## src/hdl/door_access_controller_defines.svh

```systemverilog
// Assertion helpers for the door access controller.
`ifndef DOOR_ACCESS_CONTROLLER_DEFINES_SVH
`define DOOR_ACCESS_CONTROLLER_DEFINES_SVH

// Same-cycle implication, checked outside reset.
`define DAC_ASSERT_NOW(label, ante, cons, msg) \
  label: assert property (@(posedge clk) disable iff (!rst_n) (ante) |-> (cons)) \
    else $error(msg);

// Next-cycle implication, checked outside reset.
`define DAC_ASSERT_NEXT(label, ante, cons, msg) \
  label: assert property (@(posedge clk) disable iff (!rst_n) (ante) |=> (cons)) \
    else $error(msg);

`endif

```

## src/hdl/dac_pkg.sv

```systemverilog
package dac_pkg;

  localparam int unsigned IN_DATA_W  = 48;
  localparam int unsigned OUT_DATA_W = 32;
  localparam int unsigned CFG_IDX_W  = 1;
  localparam int unsigned CFG_DATA_W = 16;

  localparam logic [9:0]  LIGHT_THRESHOLD_RST = 10'd500;
  localparam logic [15:0] VISIT_DURATION_RST  = 16'd10000;
  localparam logic [15:0] TIMER_MAX           = 16'hFFFF;

  typedef enum logic [CFG_IDX_W-1:0] {
    CFG_LIGHT_THRESHOLD = 1'b0,
    CFG_VISIT_DURATION  = 1'b1
  } cfg_idx_t;

  typedef enum logic [3:0] {
    CMD_NONE  = 4'd0,
    CMD_CLOSE = 4'd1,
    CMD_OPEN  = 4'd2,
    CMD_ARM   = 4'd3,
    CMD_DISARM = 4'd4,
    CMD_VISIT = 4'd5,
    CMD_BUZZ  = 4'd6,
    CMD_AUTO  = 4'd7
  } cmd_t;

  typedef enum logic [1:0] {
    DOOR_UNKNOWN = 2'd0,
    DOOR_CLOSED  = 2'd1,
    DOOR_OPEN    = 2'd2
  } door_t;

  typedef enum logic [1:0] {
    ERR_NONE    = 2'd0,
    ERR_UNKNOWN = 2'd1,
    ERR_G_VALUE = 2'd2
  } err_t;

  typedef struct packed {
    logic [3:0]  cmd;
    logic [15:0] value;
    logic        doorbell;
    logic [9:0]  light;
    logic [15:0] elapsed_ms;
  } item_t;

  typedef struct packed {
    logic [1:0]  door_state;
    logic        alarm_on;
    logic        visitor_on;
    logic        auto_on;
    logic        door_opened;
    logic        door_closed;
    logic        visitor_ended;
    logic        bell_seen;
    logic [1:0]  cmd_error;
    logic [15:0] buzzer_ms;
  } result_t;

  typedef struct packed {
    logic                  we;
    logic [CFG_IDX_W-1:0]  index;
    logic [CFG_DATA_W-1:0] wdata;
  } cfg_wr_t;

endpackage

```

## src/hdl/door_access_controller.sv

```systemverilog
// Door access controller: one control pass per input transfer.
// Input channel in_*: tdata carries cmd, value, light and elapsed_ms,
// tuser carries the doorbell flag. Each accepted transfer yields exactly
// one result transfer on out_*, with the door, alarm, visitor and
// automatic-mode status plus the per-pass event flags, error code and
// buzzer length; tuser carries the doorbell copy.
// A transfer passes through two registers on its way to out_tvalid: the
// input register, then the result register. Throughput is one pass per
// cycle while out_tready stays high; the state update (one saturating add
// and a few compares) sits between the two registers.
// Configuration (cfg_we, cfg_index, cfg_wdata) writes the light threshold
// (index 0) or the visitor duration in ms (index 1) at the clock edge
// where cfg_we is high; write only while no pass is in flight.
// Reset (rst_n low, synchronous) empties both registers, sets the door to
// unknown, alarm off, visitor off, automatic mode on, timer zero, and the
// registers to 500 and 10000.
// When out_tready is low the result holds; the input register still takes
// one more transfer, then in_tready drops until the result drains.
module door_access_controller
  import dac_pkg::*;
(
  input  logic                  clk,
  input  logic                  rst_n,
  input  logic                  in_tvalid,
  output logic                  in_tready,
  // [3:0] cmd, [19:4] value, [29:20] light, [45:30] elapsed_ms, [47:46] zero
  input  logic [IN_DATA_W-1:0]  in_tdata,
  // [0] doorbell
  input  logic                  in_tuser,
  output logic                  out_tvalid,
  input  logic                  out_tready,
  // [1:0] door_state, [2] alarm_on, [3] visitor_on, [4] auto_on,
  // [5] door_opened, [6] door_closed, [7] visitor_ended,
  // [9:8] cmd_error, [25:10] buzzer_ms, [31:26] zero
  output logic [OUT_DATA_W-1:0] out_tdata,
  // [0] bell_seen
  output logic                  out_tuser,
  input  logic                  cfg_we,
  input  logic [CFG_IDX_W-1:0]  cfg_index,
  input  logic [CFG_DATA_W-1:0] cfg_wdata
);

  `include "door_access_controller_defines.svh"

  item_t   in_item, stage_item;
  result_t core_res, out_res;
  cfg_wr_t cfg;
  logic    stage_valid, take;

  always_comb begin
    in_item.cmd        = in_tdata[3:0];
    in_item.value      = in_tdata[19:4];
    in_item.light      = in_tdata[29:20];
    in_item.elapsed_ms = in_tdata[45:30];
    in_item.doorbell   = in_tuser;
    cfg.we             = cfg_we;
    cfg.index          = cfg_index;
    cfg.wdata          = cfg_wdata;
  end

  dac_in_reg u_in_reg (
    .clk       (clk),
    .rst_n     (rst_n),
    .in_tvalid (in_tvalid),
    .in_tready (in_tready),
    .in_item   (in_item),
    .take      (take),
    .valid     (stage_valid),
    .item      (stage_item)
  );

  dac_core u_core (
    .clk   (clk),
    .rst_n (rst_n),
    .cfg   (cfg),
    .item  (stage_item),
    .take  (take),
    .res   (core_res)
  );

  dac_out_reg u_out_reg (
    .clk         (clk),
    .rst_n       (rst_n),
    .stage_valid (stage_valid),
    .res         (core_res),
    .take        (take),
    .out_tvalid  (out_tvalid),
    .out_tready  (out_tready),
    .out_res     (out_res)
  );

  assign out_tdata = {6'b0, out_res.buzzer_ms, out_res.cmd_error, out_res.visitor_ended,
                      out_res.door_closed, out_res.door_opened, out_res.auto_on,
                      out_res.visitor_on, out_res.alarm_on, out_res.door_state};
  assign out_tuser = out_res.bell_seen;

  `DAC_ASSERT_NEXT(a_take_shows_result, take, out_tvalid, "committed pass not presented")
  `DAC_ASSERT_NOW(a_both_moves_need_timeout,
    out_tvalid && out_res.door_opened && out_res.door_closed, out_res.visitor_ended,
    "door opened and closed in one pass without a visitor timeout")
  `DAC_ASSERT_NOW(a_ended_clears_visitor, out_tvalid && out_res.visitor_ended,
    !out_res.visitor_on, "visitor mode still active after timeout")
  `DAC_ASSERT_NOW(a_buzz_no_error, out_tvalid && (out_res.buzzer_ms != 16'd0),
    out_res.cmd_error == ERR_NONE, "buzzer report with an error code")

endmodule

```

## src/hdl/dac_in_reg.sv

```systemverilog
module dac_in_reg
  import dac_pkg::*;
(
  input  logic  clk,
  input  logic  rst_n,
  input  logic  in_tvalid,
  output logic  in_tready,
  input  item_t in_item,
  input  logic  take,
  output logic  valid,
  output item_t item
);

  logic  valid_r, valid_nxt;
  item_t item_r;
  logic  accept;

  assign in_tready = !valid_r || take;
  assign accept    = in_tvalid && in_tready;

  always_comb begin
    valid_nxt = valid_r;
    if (accept) begin
      valid_nxt = 1'b1;
    end else if (take) begin
      valid_nxt = 1'b0;
    end
  end

  always_ff @(posedge clk) begin
    if (!rst_n) begin
      valid_r <= 1'b0;
    end else begin
      valid_r <= valid_nxt;
    end
  end

  always_ff @(posedge clk) begin
    if (accept) begin
      item_r <= in_item;
    end
  end

  assign valid = valid_r;
  assign item  = item_r;

endmodule

```

## src/hdl/dac_core.sv

```systemverilog
module dac_core
  import dac_pkg::*;
(
  input  logic    clk,
  input  logic    rst_n,
  input  cfg_wr_t cfg,
  input  item_t   item,
  input  logic    take,
  output result_t res
);

  logic [9:0]  threshold_r;
  logic [15:0] duration_r;

  door_t       door_r, door_nxt;
  logic        armed_r, armed_nxt;
  logic        saved_r, saved_nxt;
  logic        visitor_r, visitor_nxt;
  logic        auto_r, auto_nxt;
  logic [15:0] timer_r, timer_nxt;

  logic [16:0] timer_sum;
  logic        flag_open, flag_close, ended;
  err_t        err;
  logic [15:0] buzz;

  always_ff @(posedge clk) begin
    if (!rst_n) begin
      threshold_r <= LIGHT_THRESHOLD_RST;
      duration_r  <= VISIT_DURATION_RST;
    end else if (cfg.we) begin
      case (cfg_idx_t'(cfg.index))
        CFG_LIGHT_THRESHOLD: threshold_r <= cfg.wdata[9:0];
        CFG_VISIT_DURATION:  duration_r  <= cfg.wdata;
        default: ;
      endcase
    end
  end

  assign timer_sum = {1'b0, timer_r} + {1'b0, item.elapsed_ms};

  always_comb begin
    door_nxt    = door_r;
    armed_nxt   = armed_r;
    saved_nxt   = saved_r;
    visitor_nxt = visitor_r;
    auto_nxt    = auto_r;
    flag_open   = 1'b0;
    flag_close  = 1'b0;
    ended       = 1'b0;
    err         = ERR_NONE;
    buzz        = '0;
    timer_nxt   = timer_sum[16] ? TIMER_MAX : timer_sum[15:0];

    case (cmd_t'(item.cmd))
      CMD_NONE: ;
      CMD_CLOSE: begin
        flag_close = (door_nxt != DOOR_CLOSED);
        door_nxt   = DOOR_CLOSED;
        auto_nxt   = 1'b0;
      end
      CMD_OPEN: begin
        flag_open = (door_nxt != DOOR_OPEN);
        door_nxt  = DOOR_OPEN;
        auto_nxt  = 1'b0;
      end
      CMD_ARM:    armed_nxt = 1'b1;
      CMD_DISARM: armed_nxt = 1'b0;
      CMD_VISIT: begin
        saved_nxt   = armed_nxt;
        armed_nxt   = 1'b0;
        flag_open   = (door_nxt != DOOR_OPEN);
        door_nxt    = DOOR_OPEN;
        visitor_nxt = 1'b1;
        timer_nxt   = '0;
      end
      CMD_BUZZ: buzz = item.value;
      CMD_AUTO: begin
        if (item.value == 16'd1) begin
          auto_nxt = 1'b1;
        end else if (item.value == 16'd0) begin
          auto_nxt = 1'b0;
        end else begin
          err = ERR_G_VALUE;
        end
      end
      default: err = ERR_UNKNOWN;
    endcase

    // visitor timeout: close, restore alarm
    if (visitor_nxt && (timer_nxt >= duration_r)) begin
      flag_close  = flag_close || (door_nxt != DOOR_CLOSED);
      door_nxt    = DOOR_CLOSED;
      visitor_nxt = 1'b0;
      if (saved_nxt) begin
        armed_nxt = 1'b1;
      end
      ended = 1'b1;
    end

    if (!visitor_nxt && auto_nxt) begin
      if (item.light > threshold_r) begin
        flag_open = flag_open || (door_nxt != DOOR_OPEN);
        door_nxt  = DOOR_OPEN;
      end else begin
        flag_close = flag_close || (door_nxt != DOOR_CLOSED);
        door_nxt   = DOOR_CLOSED;
      end
    end
  end

  always_ff @(posedge clk) begin
    if (!rst_n) begin
      door_r    <= DOOR_UNKNOWN;
      armed_r   <= 1'b0;
      saved_r   <= 1'b0;
      visitor_r <= 1'b0;
      auto_r    <= 1'b1;
      timer_r   <= '0;
    end else if (take) begin
      door_r    <= door_nxt;
      armed_r   <= armed_nxt;
      saved_r   <= saved_nxt;
      visitor_r <= visitor_nxt;
      auto_r    <= auto_nxt;
      timer_r   <= timer_nxt;
    end
  end

  always_comb begin
    res.door_state    = door_nxt;
    res.alarm_on      = armed_nxt;
    res.visitor_on    = visitor_nxt;
    res.auto_on       = auto_nxt;
    res.door_opened   = flag_open;
    res.door_closed   = flag_close;
    res.visitor_ended = ended;
    res.bell_seen     = item.doorbell;
    res.cmd_error     = err;
    res.buzzer_ms     = buzz;
  end

endmodule

```

## src/hdl/dac_out_reg.sv

```systemverilog
module dac_out_reg
  import dac_pkg::*;
(
  input  logic    clk,
  input  logic    rst_n,
  input  logic    stage_valid,
  input  result_t res,
  output logic    take,
  output logic    out_tvalid,
  input  logic    out_tready,
  output result_t out_res
);

  logic    valid_r, valid_nxt;
  result_t res_r;

  // advance when the result slot is empty or being drained
  assign take = stage_valid && (!valid_r || out_tready);

  always_comb begin
    valid_nxt = valid_r;
    if (take) begin
      valid_nxt = 1'b1;
    end else if (out_tready) begin
      valid_nxt = 1'b0;
    end
  end

  always_ff @(posedge clk) begin
    if (!rst_n) begin
      valid_r <= 1'b0;
    end else begin
      valid_r <= valid_nxt;
    end
  end

  always_ff @(posedge clk) begin
    if (take) begin
      res_r <= res;
    end
  end

  assign out_tvalid = valid_r;
  assign out_res    = res_r;

endmodule
```

## config.mk

```make
export PLATFORM = sky130hd
export DESIGN_NAME = door_access_controller
export DESIGN_NICKNAME = d
export VERILOG_FILES = /design/src/hdl/dac_pkg.sv /design/src/hdl/door_access_controller.sv /design/src/hdl/dac_in_reg.sv /design/src/hdl/dac_core.sv /design/src/hdl/dac_out_reg.sv
export VERILOG_INCLUDE_DIRS = /design/src /design/src/hdl
export SDC_FILE = /design/constraint.sdc
export NUM_CORES = 1
export LEC_CHECK = 0
export ABC_AREA = 1
export BUFFER_PORTS_ARGS = -buffer_cell sky130_fd_sc_hd__buf_2
export CORE_MARGIN = 3
export CORE_UTILIZATION = 56
export CTS_CLUSTER_DIAMETER = 60
export CTS_CLUSTER_SIZE = 28
export DETAILED_ROUTE_END_ITERATION = 10
export PLACE_DENSITY = 0.87
export SYNTH_ARGS = -nofsm -noshare
export SYNTH_HDL_FRONTEND = slang
export SYNTH_HIERARCHICAL = 1
export SYNTH_SLANG_ARGS = --single-unit
export TNS_END_PERCENT = 30
```

## constraint.sdc

```tcl
create_clock -name clk -period 6.5 [get_ports clk]
set_clock_uncertainty 0.15 [all_clocks]
set_input_delay 1.3 -clock clk [delete_from_list [all_inputs] [get_ports clk]]
set_output_delay 1.3 -clock clk [all_outputs]
set_load 0.01 [all_outputs]
```

# After elaboration in Yosys (flattened, before gate mapping)
# Cells that the tools add are included.
[totals]
in_bits = 71
regBits = 124
[classes]
n_bitwise = 1
n_lt_le_gt_ge = 2
n_reduce_logical = 22
n_eq_ne = 13
mux = 30
n_addsub = 1
[ops]
columns = ["operator", "n"]
rows = [
  ["16-bit 2-to-1 mux", 2],
  ["1-bit 2-to-1 mux", 19],
  ["16-bit by 16-bit adder with 17-bit output", 1],
  ["16-bit by 1-bit == test with 1-bit output, second input constant", 1],
  ["4-bit by 3-bit == test with 1-bit output, second input constant", 4],
  ["16-bit >= comparator", 1],
  ["16-bit zero test", 1],
  ["10-bit greater-than comparator", 1],
  ["2-bit 2-to-1 mux", 5],
  ["4-bit by 2-bit == test with 1-bit output, second input constant", 2],
  ["2-bit one-hot mux with 2 select lines", 2],
  ["7-bit OR reduction", 1],
  ["2-bit by 1-bit != test with 1-bit output, second input constant", 3],
  ["2-bit OR reduction", 3],
  ["1-bit logical OR", 5],
  ["4-bit by 1-bit == test with 1-bit output, second input constant", 1],
  ["1-bit logical AND", 4],
  ["4-bit zero test", 1],
  ["2-bit != test, second input constant", 2],
  ["1-bit one-hot mux with 2 select lines", 2],
  ["2-bit AND reduction", 2],
  ["2-bit nonzero test", 2],
  ["1-bit zero test", 3],
  ["1-bit NOT", 1],
]

# Logic depth before layout (Yosys ltp)
# Gate-level depths: netlist of the first run.
[logic_depth]
depth_word = 10
depth_mapped = 28
mapped_depth_nobuf = 27

# Cells and area by module
# The synthesis of the first run kept the hierarchy.
[modules_own_cells]
columns = ["module", "seq_area_each_um2", "n_inst", "cells_per_inst", "area_each_um2"]
rows = [
  ["dac_core", 960.9, 1, 569, 3856.2],
  ["dac_in_reg", 1431.4, 1, 54, 1462.7],
  ["dac_out_reg", 830.8, 1, 34, 862.1],
  ["door_access_controller", 0.0, 1, 7, 48.8],
]

# Worst setup path after synthesis of the first run
# Ideal clock, no wire load.
[synth_path]
kind = "input-to-reg"
startpoint = "input port out_tready"
endpoint = "register u_in_reg.item_r, in the netlist u_in_reg/item[0] (enable)"
path_stages = 4
path_buffers = 0
setup_slack_ps = 577
t_arrival_ps = 5306
path_cell_list = "inv_2 -> a21oi_1 -> inv_2 -> a21oi_1"
[synth_via]
elab_chain_cells = 4
[synth_lines]
columns = ["element", "line_no", "text"]
rows = [
  ["start: declaration", "door_access_controller.sv:31", "input logic out_tready,"],
  ["1-bit logical OR", "dac_out_reg.sv:18", "assign take = stage_valid && (!valid_r || out_tready);"],
  ["1-bit logical AND", "dac_out_reg.sv:18", ""],
  ["net take", "door_access_controller.sv:48", "logic stage_valid, take;"],
  ["1-bit logical OR", "dac_in_reg.sv:18", "assign in_tready = !valid_r || take;"],
  ["1-bit logical AND", "dac_in_reg.sv:19", "assign accept = in_tvalid && in_tready;"],
  ["net u_in_reg.accept", "dac_in_reg.sv:16", "logic accept;"],
  ["end signal: assignment", "dac_in_reg.sv:40", "item_r <= in_item;"],
  ["end: declaration", "dac_in_reg.sv:15", "item_t item_r;"],
]
# The timed path passes the listed nets, and every way through them passes these cells.
# A chain may end at the register's enable or synchronous reset.

==> results of run 1 <==
[registers in the layout, summed over array words and instances, names as in the netlist, 2 cells and up]
register	cells
u_in_reg/item	47
u_out_reg/out_res	27
u_core/duration_r	16
u_core/timer_r	16
u_core/threshold_r	10
u_core/door_r	2
[cell usage after synthesis, types with 2 or more instances]
library cell	n
o21a_1	3
inv_2	4
nand2_1	98
o21bai_1	4
xor2_1	3
nor2_1	48
nand3_1	22
edfxtp_1	74
inv_1	101
clkbuf_1	13
o21ai_1	2
a21oi_1	52
o211ai_1	11
xnor2_1	4
a21oi_2	12
ha_1	42
dfxtp_1	50
o21ai_0	51
nand4_1	9
buf_4	15
a21o_1	3
nand2_2	19
nor3_1	3
nand3_2	8
[power groups by stage]
| stage | logic, mW | clock network [mW] | registers (mW) |
|---|---|---|---|
| after floorplan | 0.311 | 0 | 0.934 |
| after global placement | 0.381 | 0 | 0.931 |
| after detailed placement | 0.403 | 0 | 0.935 |
| after CTS | 0.411 | 0.905 | 0.919 |
| after global routing | 0.473 | 0.934 | 0.923 |
| final | 0.416 | 0.885 | 0.919 |
[cell type report]
cell class	instances	area share [%]
sequential	124	44.1
multi-input combinational	409	33.7
timing repair buffer	99	6.85
tap	136	2.33
clock inverter	10	1.70
clock buffer	21	5.88
inverter	105	5.40
[routing by layer]
metal  routed length [um]  vias up  share of wire (%)
li1                     -     2396                  -
met1                 5250     2227                 40
met2                 6760      196                 51
met3                  772       34                5.9
met4                  383        0                2.9
met5                    0        -                  0
[logic make-up (layout without fill, tap and decap cells)]
kind of cell             count (synthesis)  in the layout  share of synthesized area (%)
AO/OA/AOI/OAI                          141            141                           13.2
AND/OR/NAND/NOR                        212            212                           15.8
XOR/XNOR                                 7              7                          0.984
flip-flops                             124            124                           51.7
adder cells (fa/ha/maj)                 43             43                           8.76
other                                    1              6                         0.0602
buffers and inverters                  136            235                           9.40
[metrics by stage]
step | instances | utilization [%]
2_1_floorplan | 669 | -
3_3_place_gp | 873 | 64.0
6_report | 904 | 69.2
3_5_place_dp | 873 | 64.0
4_1_cts | 904 | 69.2
5_1_grt | 904 | 69.2
[worst paths after layout]
kind / end / slack (ps) / from / depth (start not counted)
max: u_out_reg/out_res[20]$_DFFE_PP_ / 2310 / u_in_reg/item[0]$_DFFE_PP_ / 25
min reg2reg: u_out_reg/out_res[18]$_DFFE_PP_ / 280 / u_in_reg/item[26]$_DFFE_PP_ / 0
max reg2reg: u_out_reg/out_res[20]$_DFFE_PP_ / 2310 / u_in_reg/item[0]$_DFFE_PP_ / 25
min: u_out_reg/out_res[18]$_DFFE_PP_ / 280 / u_in_reg/item[26]$_DFFE_PP_ / 0
==> impl_metrics.env, run 1 <==
export IMPL_ys_seq_elements=124
export IMPL_pre_cts_ws_ps=2400
export IMPL_cts_hold_buf=0
export IMPL_setup_slack_ps=2310
export IMPL_fillers=770
export IMPL_synthFlopType="edfxtp_1"
export IMPL_dpl_instance_area_mm2=0.00675
export IMPL_avgSynthCellArea_um2=9.38
export IMPL_peakVddDrop_mv=0.234
export IMPL_combinationalPowerShare_pct=18.7
export IMPL_timing_slew_headroom_pct=44.7
export IMPL_power_per_cell_area_mw_per_mm2=304
export IMPL_mostFrequentLayoutCell="inv_1"
export IMPL_initial_core_util_pct=59.0
export IMPL_maxCapViolCount=0
export IMPL_crit_family="simple AND/OR/NAND/NOR gates"
export IMPL_grt_first_pass_wirelength_um=21800
export IMPL_cts_buffers=17
export IMPL_min_path_type="flop to flop"
export IMPL_synthArstFlopShare_pct=0
export IMPL_dieArea_mm2=0.0124
export IMPL_final_hold_viol_count=0
export IMPL_syn_instance_count=664
export IMPL_fin_crit_sh_pct=64.5
export IMPL_critPathMaxFanout=11
export IMPL_post_cts_resized=0
export IMPL_antennaDiodeCount=0
export IMPL_fin_crit_ps=4190
export IMPL_yosysTopAreaCellShare_pct=35.7
export IMPL_dp_hpwl_um=9460
export IMPL_yosysUniqueCellTypes=37
export IMPL_via_per_inst=5.37
export IMPL_path_clk_slew_ps=50
export IMPL_p_sw_mw=0.598
export IMPL_seqCellArea_mm2=0.00322
export IMPL_swShare_pct=26.9
export IMPL_vias=4853
export IMPL_start_kind="flop"
export IMPL_area_growth_pct=17.2
export IMPL_whs_ps=279
export IMPL_grt_use_met2_pct=38.5
export IMPL_required_ps=6610
export IMPL_ioPinCount=106
export IMPL_yosys_top_cells_area="edfxtp_1, dfxtp_1, ha_1"
export IMPL_rows=37
export IMPL_cts_max_level=4
export IMPL_finalMaxSlewViolations=0
export IMPL_outcome="completed"
export IMPL_core_mm2=0.0106
export IMPL_drc=0
export IMPL_ys_warn_count=6
export IMPL_drt_iter0_markers=303
export IMPL_crit_path_top_delay_cell="a21oi_2"
export IMPL_grt_overflow_total=0
export IMPL_grt_start_max_net_pins=70
export IMPL_postLayoutCellArea_mm2=0.00730
export IMPL_gr_max_usage_layer="met2"
export IMPL_cp_slowest_stage_delay_ps=620
export IMPL_drive_above_1_share_pct=22.5
export IMPL_clkPwrFrac_pct=39.9
export IMPL_cp_end_kind="flop"
export IMPL_die_y_um=111
export IMPL_fin_nets=870
export IMPL_antenna_found_initial=0
export IMPL_grt_pass1_vias=4985
export IMPL_met3_usage_pct=6.03
export IMPL_worstPathArrival_ps=4300
export IMPL_seqPwrFrac_pct=41.4
export IMPL_tightest_slew_ps=827
export IMPL_routedWlPerCell_um=14.6
export IMPL_rsz0062_at_grt="no"
export IMPL_internal_power_mw=1.62
export IMPL_cts_tree="done"
export IMPL_syn_area_mm2=0.00623
export IMPL_die_x_um=111
export IMPL_max_freq_mhz=239
export IMPL_numPortBuffers=97
export IMPL_fin_tns_setup_ps=0
export IMPL_path_buf_inv=3
export IMPL_ctsRootBufferMaster="clkbuf_8"
export IMPL_detail_route_antenna_nets=0
export IMPL_setup_viol=0
export IMPL_dr_pass1_iters=6
export IMPL_critPathMostFrequentCell="nand2_1"
export IMPL_synth_edf_count=74
export IMPL_p_leak_nw=3.48
export IMPL_yosysTopAreaCell="edfxtp_1"
export IMPL_multi_input_comb_area_mm2=0.00246
export IMPL_wl_um=13200
export IMPL_synth_seq_area_share_pct=51.7
export IMPL_use_met1_pct=24.3
export IMPL_clkSinkCount=124
export IMPL_insertion_delay_ps=520
export IMPL_cts_max_path_buffers=2
export IMPL_power_mw=2.22
export IMPL_final_cell_mix="inv_1, nand2_1, buf_2, edfxtp_1, o21ai_0"
export IMPL_crit_type="flop to flop"
export IMPL_gp_congestion=0.920
export IMPL_postCtsSetupBuffers=0
export IMPL_grt_usage_pct=21.9
Power figures use the tool's default switching activity.
==> inputs of run 2 (changes only) <==
==> constraint.sdc (replaced) <==
create_clock -name clk -period 4.26 [get_ports clk]
set_clock_uncertainty 0.15 [all_clocks]
set_input_delay 0.852 -clock clk [delete_from_list [all_inputs] [get_ports clk]]
set_output_delay 0.852 -clock clk [all_outputs]
set_load 0.01 [all_outputs]
==> impl_metrics.env, run 2 (synthesized netlist as in run 1, its figures left out) <==
export IMPL_grt_first_pass_wirelength_um=22200
export IMPL_dr_pass1_iters=5
export IMPL_final_hold_viol_count=0
export IMPL_fillers=769
export IMPL_p_leak_nw=3.47
export IMPL_ctsRootBufferMaster="clkbuf_8"
export IMPL_worstPathArrival_ps=3970
export IMPL_ioPinCount=106
export IMPL_multi_input_comb_area_mm2=0.00246
export IMPL_grt_use_met2_pct=37.8
export IMPL_outcome="completed"
export IMPL_final_cell_mix="inv_1, nand2_1, buf_2, edfxtp_1, o21ai_0"
export IMPL_core_mm2=0.0106
export IMPL_seqCellArea_mm2=0.00322
export IMPL_critPathMaxFanout=5
export IMPL_dp_hpwl_um=9470
export IMPL_drt_iter0_markers=315
export IMPL_peakVddDrop_mv=0.303
export IMPL_initial_core_util_pct=59.0
export IMPL_post_cts_resized=0
export IMPL_maxCapViolCount=0
export IMPL_crit_type="flop to flop"
export IMPL_drive_above_1_share_pct=23.5
export IMPL_vias=4855
export IMPL_routedWlPerCell_um=14.8
export IMPL_path_clk_slew_ps=60
export IMPL_tightest_slew_ps=878
export IMPL_met3_usage_pct=5.16
export IMPL_die_x_um=111
export IMPL_use_met1_pct=26.6
export IMPL_fin_crit_sh_pct=90.4
export IMPL_gp_congestion=0.866
export IMPL_numPortBuffers=97
export IMPL_cts_max_level=4
export IMPL_cts_buffers=17
export IMPL_timing_slew_headroom_pct=41.2
export IMPL_detail_route_antenna_nets=0
export IMPL_dieArea_mm2=0.0124
export IMPL_power_per_cell_area_mw_per_mm2=455
export IMPL_rsz0062_at_grt="no"
export IMPL_required_ps=4380
export IMPL_mostFrequentLayoutCell="inv_1"
export IMPL_gr_max_usage_layer="met2"
export IMPL_grt_usage_pct=22.2
export IMPL_cts_tree="done"
export IMPL_insertion_delay_ps=530
export IMPL_grt_pass1_vias=4891
export IMPL_fin_tns_setup_ps=0
export IMPL_max_freq_mhz=260
export IMPL_fin_nets=871
export IMPL_setup_slack_ps=410
export IMPL_largest_reg_flops=47
export IMPL_rows=37
export IMPL_fin_crit_ps=3850
export IMPL_grt_start_max_net_pins=69
export IMPL_antennaDiodeCount=0
export IMPL_die_y_um=111
export IMPL_area_growth_pct=17.0
export IMPL_grt_overflow_total=0
export IMPL_drc=0
export IMPL_min_path_type="flop to flop"
export IMPL_postCtsSetupBuffers=0
export IMPL_clkSinkCount=124
export IMPL_pre_cts_ws_ps=553
export IMPL_antenna_found_initial=0
export IMPL_via_per_inst=5.36
export IMPL_cp_end_kind="flop"
export IMPL_wl_um=13500
export IMPL_cts_hold_buf=0
export IMPL_start_kind="flop"
export IMPL_finalMaxSlewViolations=0
export IMPL_cts_max_path_buffers=2
export IMPL_setup_viol=0
-- run 2: changes by cell type in the layout (fill, tap and decap cells not counted), moves of 2 or more --
cell / delta
bufinv_16: -3
clkbuf_1: -3
clkinv_1: -3
clkinv_4: +3
clkinvlp_4: +2
inv_6: +6
-- run 2: area by class of cell --
| cell class | count | share of cell area [%] |
|---|---|---|
| clock buffer | 18 | 5.73 |
| tap | 136 | 2.34 |
| inverter | 105 | 5.41 |
| clock inverter | 14 | 1.53 |
| sequential | 124 | 44.2 |
| timing repair buffer | 100 | 6.97 |
| multi-input combinational | 409 | 33.8 |
-- run 2: report_power, final --
part | leakage, nW | internal [mW] | total, mW | switching (mW)
Clock | 0.253 | 0.724 | 1.27 | 0.550
Combinational | 2.08 | 0.235 | 0.641 | 0.406
Sequential | 1.14 | 1.37 | 1.40 | 0.0345
Total | 3.47 | 2.32 | 3.32 | 0.991
-- run 2: per-layer routing --
metal | vias to the layer above | wire, um
li1 | 2397 | -
met1 | 2246 | 5570
met2 | 175 | 6740
met3 | 37 | 753
met4 | 0 | 396
met5 | - | 0
-- run 2: stage by stage --
| stage | cells | total power [mW] | util [%] | hold slack [ps] | area, um2 |
|---|---|---|---|---|---|
| 3_5_place_dp | 874 | 2.05 | 64.0 | 257 | 6760 |
| 2_1_floorplan | 669 | 1.90 | - | 283 | 6260 |
| 3_3_place_gp | 874 | 2.01 | 64.0 | 253 | 6760 |
| 5_1_grt | 906 | 3.48 | 69.0 | 279 | 7290 |
| 4_1_cts | 906 | 3.33 | 69.0 | 271 | 7290 |
| 6_report | 906 | 3.32 | 69.0 | 274 | 7290 |
-- run 2: path summary, 6_finish.rpt --
kind,startpoint,end,slack [ps],depth (start not counted)
setup / recovery,u_in_reg/item[0]$_DFFE_PP_,u_out_reg/out_res[21]$_DFFE_PP_,410,22
hold / removal,u_in_reg/item[26]$_DFFE_PP_,u_out_reg/out_res[18]$_DFFE_PP_,270,0
setup reg to reg,u_in_reg/item[0]$_DFFE_PP_,u_out_reg/out_res[21]$_DFFE_PP_,410,22
hold reg to reg,u_in_reg/item[26]$_DFFE_PP_,u_out_reg/out_res[18]$_DFFE_PP_,270,0
-- run 2: critical path, cell delays in order, from the launching register on --
cell and delay (ps):
edfxtp_1 370, ha_1 240, fa_1 400, nand2_1 70, inv_1 60, nand2_1 70, nand2_2 70, nand2_1 110
o211ai_4 110, nand2_1 80, nand2_1 130, o21ai_0 280, inv_1 100, ha_1 320, a21oi_1 190, o21a_1 170
nand2_1 80, nand2_1 110, nand2_1 60, nand2_1 110, nand2_1 90, nor2_1 130, o21ai_0 80
==> inputs of run 3 (changes only) <==
--- a/config.mk
+++ b/config.mk
@@ -13,7 +13,7 @@
 export CTS_CLUSTER_DIAMETER = 60
 export CTS_CLUSTER_SIZE = 28
 export DETAILED_ROUTE_END_ITERATION = 10
-export PLACE_DENSITY = 0.87
+export PLACE_DENSITY = 0.85
 export SYNTH_ARGS = -nofsm -noshare
 export SYNTH_HDL_FRONTEND = slang
 export SYNTH_HIERARCHICAL = 1
==> impl_metrics.env, run 3 (synthesized netlist as in run 1, its figures left out) <==
export IMPL_cts_max_path_buffers=2
export IMPL_rr_worst_depth=26
export IMPL_p_sw_mw=1.03
export IMPL_min_from="u_in_reg/item[26]$_DFFE_PP_"
export IMPL_clkPwrFrac_pct=40.1
export IMPL_fillers=747
export IMPL_rsz0062_at_grt="no"
export IMPL_required_ps=4370
export IMPL_timing_slew_headroom_pct=42.3
export IMPL_die_y_um=111
export IMPL_power_per_cell_area_mw_per_mm2=468
export IMPL_hold_depth=0
export IMPL_final_hold_viol_count=0
export IMPL_max_freq_mhz=257
export IMPL_fin_tns_setup_ps=0
export IMPL_ioPinCount=106
export IMPL_p_leak_nw=3.49
export IMPL_start_kind="flop"
export IMPL_dp_hpwl_um=9420
export IMPL_whs_ps=301
export IMPL_ctsRootBufferMaster="clkbuf_8"
export IMPL_worstHoldEndpoint="u_out_reg/out_res[18]$_DFFE_PP_"
export IMPL_rrSetupSlack_ps=370
export IMPL_drc=0
export IMPL_crit_type="flop to flop"
export IMPL_fin_crit_sh_pct=91.3
export IMPL_mostFrequentLayoutCell="inv_1"
export IMPL_largest_reg_flops=47
export IMPL_rows=37
export IMPL_combinationalPowerShare_pct=19.0
export IMPL_core_mm2=0.0106
export IMPL_drt_iter0_markers=306
export IMPL_drive_above_1_share_pct=23.5
export IMPL_numPortBuffers=97
export IMPL_multi_input_comb_area_mm2=0.00246
export IMPL_die_x_um=111
export IMPL_cp_end_kind="flop"
export IMPL_post_cts_resized=0
export IMPL_cts_hold_buf=0
export IMPL_seqPwrFrac_pct=40.9
export IMPL_postCtsSetupBuffers=0
export IMPL_fin_nets=871
export IMPL_via_per_inst=5.45
export IMPL_critPathMaxFanout=11
export IMPL_fin_crit_ps=3890
export IMPL_top_layer="met4"
export IMPL_wl_um=13900
export IMPL_grt_usage_pct=22.9
export IMPL_grt_start_max_net_pins=69
export IMPL_clkSinkCount=124
export IMPL_cts_max_level=4
export IMPL_gp_congestion=0.884
export IMPL_dieArea_mm2=0.0124
export IMPL_dr_pass1_iters=6
export IMPL_antenna_found_initial=0
export IMPL_met2_length_um=7220
export IMPL_path_clk_slew_ps=60
export IMPL_seqCellArea_mm2=0.00322
export IMPL_worstPathArrival_ps=4000
export IMPL_met3_length_um=743
export IMPL_detail_route_antenna_nets=0
export IMPL_setup_viol=0
export IMPL_outcome="completed"
export IMPL_grt_overflow_total=0
export IMPL_area_growth_pct=17.6
export IMPL_final_cell_mix="inv_1, nand2_1, buf_2, edfxtp_1, o21ai_0"
export IMPL_maxCapViolCount=0
export IMPL_antennaDiodeCount=0
export IMPL_tightest_slew_ps=864
export IMPL_vias=4936
export IMPL_initial_core_util_pct=59.0
export IMPL_reg2reg_to="u_out_reg/out_res[20]$_DFFE_PP_"
export IMPL_cts_tree="done"
export IMPL_internal_power_mw=2.40
export IMPL_worstReg2RegStart="u_in_reg/item[0]$_DFFE_PP_"
export IMPL_grt_first_pass_wirelength_um=23300
export IMPL_routedWlPerCell_um=15.4
export IMPL_swShare_pct=30.1
export IMPL_cts_buffers=17
export IMPL_finalMaxSlewViolations=0
export IMPL_min_path_type="flop to flop"
export IMPL_grt_pass1_vias=5015
export IMPL_fin_util_pct=69.4
export IMPL_insertion_delay_ps=520
export IMPL_wl_met1_um=5600
export IMPL_peakVddDrop_mv=0.259
run 3: routing by layer:
metal  vias to the layer above  track usage, %
li1                       2384               -
met1                      2310            27.5
met2                       203            40.7
met3                        39            4.40
met4                         0            9.00
met5                         -               0
run 3: power groups by stage:
stage	Combinational [mW]	Sequential [mW]	Clock [mW]
2_1_floorplan	0.476	1.42	0
3_3_place_gp	0.585	1.42	0
3_5_place_dp	0.621	1.43	0
4_1_cts	0.645	1.40	1.38
5_1_grt	0.738	1.41	1.45
6_report	0.652	1.40	1.37
run 3: worst max path at each step:
stage                     slack (ps)  cells past startpoint                       start                               to
after floorplan                  300                      4                  out_tready       u_in_reg/item[0]$_DFFE_PP_
after global placement           620                     26  u_in_reg/item[0]$_DFFE_PP_  u_out_reg/out_res[20]$_DFFE_PP_
after detailed placement         450                     26  u_in_reg/item[0]$_DFFE_PP_  u_out_reg/out_res[20]$_DFFE_PP_
after CTS                        400                     26  u_in_reg/item[0]$_DFFE_PP_  u_out_reg/out_res[20]$_DFFE_PP_
after global routing              20                     26  u_in_reg/item[0]$_DFFE_PP_  u_out_reg/out_res[20]$_DFFE_PP_
final                            370                     26  u_in_reg/item[0]$_DFFE_PP_  u_out_reg/out_res[20]$_DFFE_PP_
run 3: final cells by class:
type	count	area share, %
Multi-Input combinational cell	409	33.6
Inverter	105	5.38
Sequential cell	124	44.0
Tap cell	136	2.32
Timing Repair Buffer	100	6.93
Clock inverter	15	2.12
Clock buffer	17	5.65
run 3: metrics by stage:
| step | cells | total power [mW] | worst slack [ps] | area, um2 |
|---|---|---|---|---|
| after floorplan | 669 | 1.90 | 302 | 6260 |
| after global routing | 906 | 3.59 | 15.9 | 7330 |
| after detailed placement | 874 | 2.05 | 454 | 6760 |
| final | 906 | 3.43 | 369 | 7330 |
| after global placement | 874 | 2.01 | 616 | 6760 |
| after CTS | 906 | 3.43 | 399 | 7330 |
run 3: critical path: stages, from the launching register on:
cell and delay [ps]:
edfxtp_1 370, ha_1 240, fa_1 390, nand2_1 70, inv_1 50, nand2_1 70
nand2_2 70, nand2_1 110, o211ai_4 100, a21oi_2 130, buf_4 230, o21ai_2 90
nand2_2 70, inv_1 90, ha_1 300, nand2_1 80, nand2_1 40, nand2_1 50
nand3_1 100, nand2_1 90, nand2_1 60, nand2_1 120, nand2_1 80, nand2_1 120
inv_1 100, a21oi_1 140, o21ai_0 100
